[src/bmhpq_pkg.sv]
// Package for the binary max-heap priority queue: payload types, codes, constants.
// No dependencies.
`default_nettype none
package bmhpq_pkg;
    localparam logic [2:0] CMD_INSERT   = 3'd0;
    localparam logic [2:0] CMD_EXTRACT  = 3'd1;
    localparam logic [2:0] CMD_INCREASE = 3'd2;
    localparam logic [2:0] CMD_DELETE   = 3'd3;
    localparam logic [2:0] CMD_ERASE    = 3'd4;
    localparam logic [2:0] CMD_CLEAR    = 3'd5;

    localparam logic [2:0] ST_DONE     = 3'd0;
    localparam logic [2:0] ST_EMPTY    = 3'd1;
    localparam logic [2:0] ST_FULL     = 3'd2;
    localparam logic [2:0] ST_IGNORED  = 3'd3;
    localparam logic [2:0] ST_NOTFOUND = 3'd4;

    localparam logic signed [31:0] KEY_MAX = 32'sh7FFF_FFFF;
    localparam logic signed [31:0] KEY_MIN = 32'sh8000_0000;

    typedef struct packed {
        logic [2:0]         command;
        logic signed [31:0] key_value;
        logic [7:0]         slot_index;
    } req_t;

    typedef struct packed {
        logic signed [31:0] top_key;
        logic signed [31:0] removed_key;
        logic [8:0]         entry_count;
        logic [2:0]         status;
    } rsp_t;

    // Operation handed from the front end to the engine.
    typedef enum logic [2:0] {
        OP_INSERT, OP_EXTRACT, OP_INCREASE, OP_DELETE, OP_ERASE, OP_CLEAR, OP_BAD
    } op_t;

    typedef struct packed {
        op_t                op;
        logic signed [31:0] key;
        logic [7:0]         slot;
    } job_t;

    typedef enum logic [4:0] {
        S_IDLE, S_INS_WR, S_UP_RD, S_UP_WAIT, S_UP_CMP,
        S_INC_RD, S_INC_WAIT, S_INC_CHK,
        S_ER_RD, S_ER_WAIT, S_ER_CMP,
        S_TK_RD, S_TK_WAIT, S_TK_WR,
        S_DN_RDL, S_DN_RDR, S_DN_WL, S_DN_CMP,
        S_ROOT_RD, S_ROOT_WAIT, S_OUT
    } eng_state_t;
endpackage
`default_nettype wire

[src/bmhpq_front.sv]
// Front end: accepts requests, classifies the command, and queues jobs (two entries).
// Depends on bmhpq_pkg.
`default_nettype none
module bmhpq_front (
    input  wire logic             clk,
    input  wire logic             rst_n,
    input  wire logic             in_valid,
    output logic                  in_ready,
    input  wire bmhpq_pkg::req_t  in_req,
    output logic                  job_valid,
    input  wire logic             job_take,
    output bmhpq_pkg::job_t       job
);
    import bmhpq_pkg::*;

    job_t       q_reg [2];
    logic [1:0] cnt_reg;
    logic       rd_reg;
    logic       wr_reg;
    job_t       cls;
    logic       push;
    logic       pop;

    always_comb
    begin
        cls.key  = in_req.key_value;
        cls.slot = in_req.slot_index;
        case (in_req.command)
            CMD_INSERT:   cls.op = OP_INSERT;
            CMD_EXTRACT:  cls.op = OP_EXTRACT;
            CMD_INCREASE: cls.op = OP_INCREASE;
            CMD_DELETE:   cls.op = OP_DELETE;
            CMD_ERASE:    cls.op = OP_ERASE;
            CMD_CLEAR:    cls.op = OP_CLEAR;
            default:      cls.op = OP_BAD;
        endcase
    end

    assign in_ready  = (cnt_reg != 2'd2);
    assign push      = in_valid && in_ready;
    assign job_valid = (cnt_reg != 2'd0);
    assign pop       = job_valid && job_take;
    assign job       = q_reg[rd_reg];

    always_ff @(posedge clk or negedge rst_n)
    begin
        if (!rst_n)
        begin
            cnt_reg <= 2'd0;
            rd_reg  <= 1'b0;
            wr_reg  <= 1'b0;
        end
        else
        begin
            if (push)
            begin
                wr_reg <= ~wr_reg;
            end
            if (pop)
            begin
                rd_reg <= ~rd_reg;
            end
            cnt_reg <= cnt_reg + {1'b0, push} - {1'b0, pop};
        end
    end

    always_ff @(posedge clk)
    begin
        if (push)
        begin
            q_reg[wr_reg] <= cls;
        end
    end
endmodule
`default_nettype wire

[config.mk]
export PLATFORM = sky130hd
export DESIGN_NAME = bmhpq_front
export DESIGN_NICKNAME = d
export VERILOG_FILES = /design/src/bmhpq_pkg.sv /design/src/bmhpq_front.sv
export SDC_FILE = /design/constraint.sdc
export NUM_CORES = 1
export LEC_CHECK = 0
export BUFFER_PORTS_ARGS = -buffer_cell sky130_fd_sc_hd__buf_2
export CAP_MARGIN = 5
export CORE_MARGIN = 5
export CORE_UTILIZATION = 56
export DETAILED_ROUTE_END_ITERATION = 8
export PLACE_DENSITY = 0.86
export SETUP_SLACK_MARGIN = 0.1
export SYNTH_ARGS = -nofsm -noshare
export SYNTH_HDL_FRONTEND = slang
export SYNTH_SLANG_ARGS = --single-unit
[constraint.sdc]
create_clock -name clk -period 4.27 [get_ports clk]
set_input_delay 1.281 -clock clk [delete_from_list [all_inputs] [get_ports clk]]
set_output_delay 1.281 -clock clk [all_outputs]
set_load 0.005 [all_outputs]
==> impl_metrics.sql <==
INSERT INTO impl_metrics (metric_group, metric, value, unit) VALUES
('worst_setup_path', 'path_delay_family', 'flip-flops', ''),
('global_routing', 'grt_busiest_layer', 'met2', ''),
('floorplan', 'placementRows', '28', ''),
('sta', 'relSlewSlack', '33.29', '%'),
('global_routing', 'grt_first_pass_wirelength', '8631', 'um'),
('power_and_ir_drop', 'vdd.ir_drop.worst', '0.0007076', 'V'),
('drt', 'routed_wl', '5585', 'um'),
('global_routing', 'grtUsageMet2', '26.72', '%'),
('worst_setup_path', 'worst_setup_end_kind', 'output pin', ''),
('worst_setup_path', 'crit_chain', 'buf_12 -> mux2_4 -> buf_2', ''),
('worst_setup_path', 'source_of_the_worst_register_to_register_timing_path', 'cnt_reg[1]', ''),
('sta', 'tightestPinTransition', '1.001', 'ns'),
('status', 'outcome', 'finished clean', ''),
('layout', 'final_cell_mix', 'buf_2, edfxtp_1, mux2_4, clkbuf_8, mux2_2', ''),
('cts', 'postCtsHoldBufs', '0', ''),
('floorplan', 'core', '5991', 'um2'),
('sta', 'min_period_over_period', '71.47', '%'),
('worst_setup_path', 'r2r.worst_path.cells', '4', ''),
('worst_setup_path', 'critical_path.max_stage_delay', '0.66', 'ns'),
('global_routing', 'grt_remaining_overflow', '0', ''),
('layout', 'n_antenna_cell', '0', ''),
('cts', 'clk_pin_slew_worst_paths', '0.08', 'ns'),
('floorplan', 'chipHeight', '88.87', 'um'),
('cts', 'cts_resized', '0', ''),
('cts', 'post_cts_buffers', '0', ''),
('power_and_ir_drop', 'totalPowerFinal', '2.692', 'mW'),
('layout', 'design_area', '4192', 'um2'),
('layout', 'area.growth.synth_to_final', '20.33', '%'),
('floorplan', 'floorplan.die.width', '88.87', 'um'),
('worst_setup_path', 'cp_num_cells', '3', ''),
('placed_design', 'buffers_added_on_ports', '91', ''),
('sta', 'report.final.setup_viol', '0', ''),
('worst_setup_path', 'setup.worst_path.class', 'reg2out', ''),
('cts', 'clock_root_cell', 'clkbuf_8', ''),
('drt', 'drt-pass1-iter-count', '4', ''),
('yosys', 'synth.yosys.seq_area_share', '77.01', '%'),
('layout', 'layout.filler_cells', '385', ''),
('worst_setup_path', 'worst_path_max_delay_cell', 'dfrtp_2', ''),
('yosys', 'netlist_area', '3483', 'um2'),
('layout', 'final_layout_size_suffix_gt1_share', '59.38', '%'),
('sta', 'period_minus_slack', '3.052', 'ns'),
('floorplan', 'floorplan.initialDensity', '58.15', '%'),
('sta', 'timing.clock.skew', '0.007013', 'ns'),
('drt', 'wire_per_inst', '16.87', 'um'),
('worst_setup_path', 'cp.buffers_inverters', '2', ''),
('drt', 'post-route-drc-count', '0', ''),
('global_routing', 'global_route.usage.met1', '17.52', '%'),
('job', 'max-cap-violations', '0', ''),
('worst_setup_path', 'timing.critical_path.arrival', '1.77', 'ns'),
('worst_hold_path', 'min_delay_path_depth', '1', ''),
('cts', 'htree_levels', '3', ''),
('yosys', 'postSynthCellCount', '154', ''),
('worst_setup_path', 'r2r_end', 'q_reg[0][25]', ''),
('cts', 'tritoncts', 'done', ''),
('sta', 'layout_setup_ws', '1.218', 'ns'),
('placed_design', 'gp_congestion', '0.6693', ''),
('layout', 'fin_nets', '300', ''),
('drt', 'initialDrtViolationCount', '94', ''),
('sta', 'finalMaxSlewViolations', '0', ''),
('placed_design', 'place.detailed.hpwl', '3973', 'um'),
('global_routing', 'grt_max_degree', '44', ''),
('cts', 'insertion_delay', '0.34', 'ns'),
('layout', 'final_common_cell', 'buf_2', ''),
('cts', 'clock_tree.buffer_depth', '2', ''),
('sta', 'timing_hold_violations_final', '0', ''),
('power_and_ir_drop', 'power.density', '642.2', 'nW/um2'),
('yosys', 'synth_cell_type_count', '17', ''),
('power_and_ir_drop', 'total_leakage_power', '1.693', 'nW'),
('drt', 'dr_total_vias', '1657', ''),
('global_routing', 'grt_antenna_before_repair', '1', ''),
('placed_design', 'placed_area', '4006', 'um2');
[routing by layer]
layer / vias to the layer above / wire length, um
li1: 787 / -
met3: 10 / 474
met1: 790 / 2111
met5: - / 10
met4: 2 / 70
met2: 68 / 2918
[synth_stat cells (all sizes together)]
cell | instances | area share [%]
edfxtp | 86 | 74
mux2 | 43 | 18
buf | 5 | 1.6
dfrtp | 4 | 2.9
xnor2 | 3 | 0.75
clkbuf | 2 | 0.22
ha | 2 | 0.72
a21boi | 1 | 0.22
and2 | 1 | 0.25
and3 | 1 | 0.18
inv | 1 | 0.11
nand2 | 1 | 0.11
nand2b | 1 | 0.18
nor2 | 1 | 0.11
or2 | 1 | 0.18
xor2 | 1 | 0.25
[worst max path at each step]
stage	startpoint	end	slack, ns
final	rd_reg	job[26]	1.22
after global routing	rd_reg	job[26]	1.13
after CTS	rd_reg	job[9]	1.20
after detailed placement	in_valid	q_reg[0][30]	1.51
after global placement	in_valid	q_reg[0][30]	1.58
after floorplan	in_valid	q_reg[0][0]	0.64
[layout make-up]
cell class / count / area [um2] / area share [%]
sequential: 90 / 2684 / 64.03
multi-input combinational: 56 / 742.0 / 17.70
timing repair buffer: 93 / 483.0 / 11.52
clock buffer: 10 / 127.6 / 3.045
tap: 75 / 93.84 / 2.239
clock inverter: 6 / 57.56 / 1.373
inverter: 1 / 3.754 / 0.08955
[where the power goes]
group | switching, mW | total, mW | internal (mW)
sequential | 0.0920 | 1.30 | 1.21
combinational | 0.370 | 0.860 | 0.490
clock | 0.262 | 0.528 | 0.266
total | 0.724 | 2.69 | 1.97
[kinds of logic (layout without fill, tap and decap cells)]
| logic type | count (synthesis) | count (layout) | synth area share, % |
|---|---|---|---|
| flops | 90 | 90 | 77.01 |
| mux | 43 | 43 | 18.10 |
| buf+inv | 8 | 110 | 1.940 |
| simple gates | 6 | 6 | 1.006 |
| xor+xnor | 4 | 4 | 1.006 |
| fa+ha+maj | 2 | 2 | 0.7183 |
| compound gates | 1 | 1 | 0.2156 |
[through the flow]
step                hold WS [ns]  std cells  utilization, %
finish                    0.5192        331           69.97
global placement          0.4830        315           66.88
CTS                       0.5249        331           69.97
detailed placement        0.5098        315           66.88
floorplan                 0.4601        154               -
global route              0.5367        331           69.97
Power figures use the tool's default switching activity.
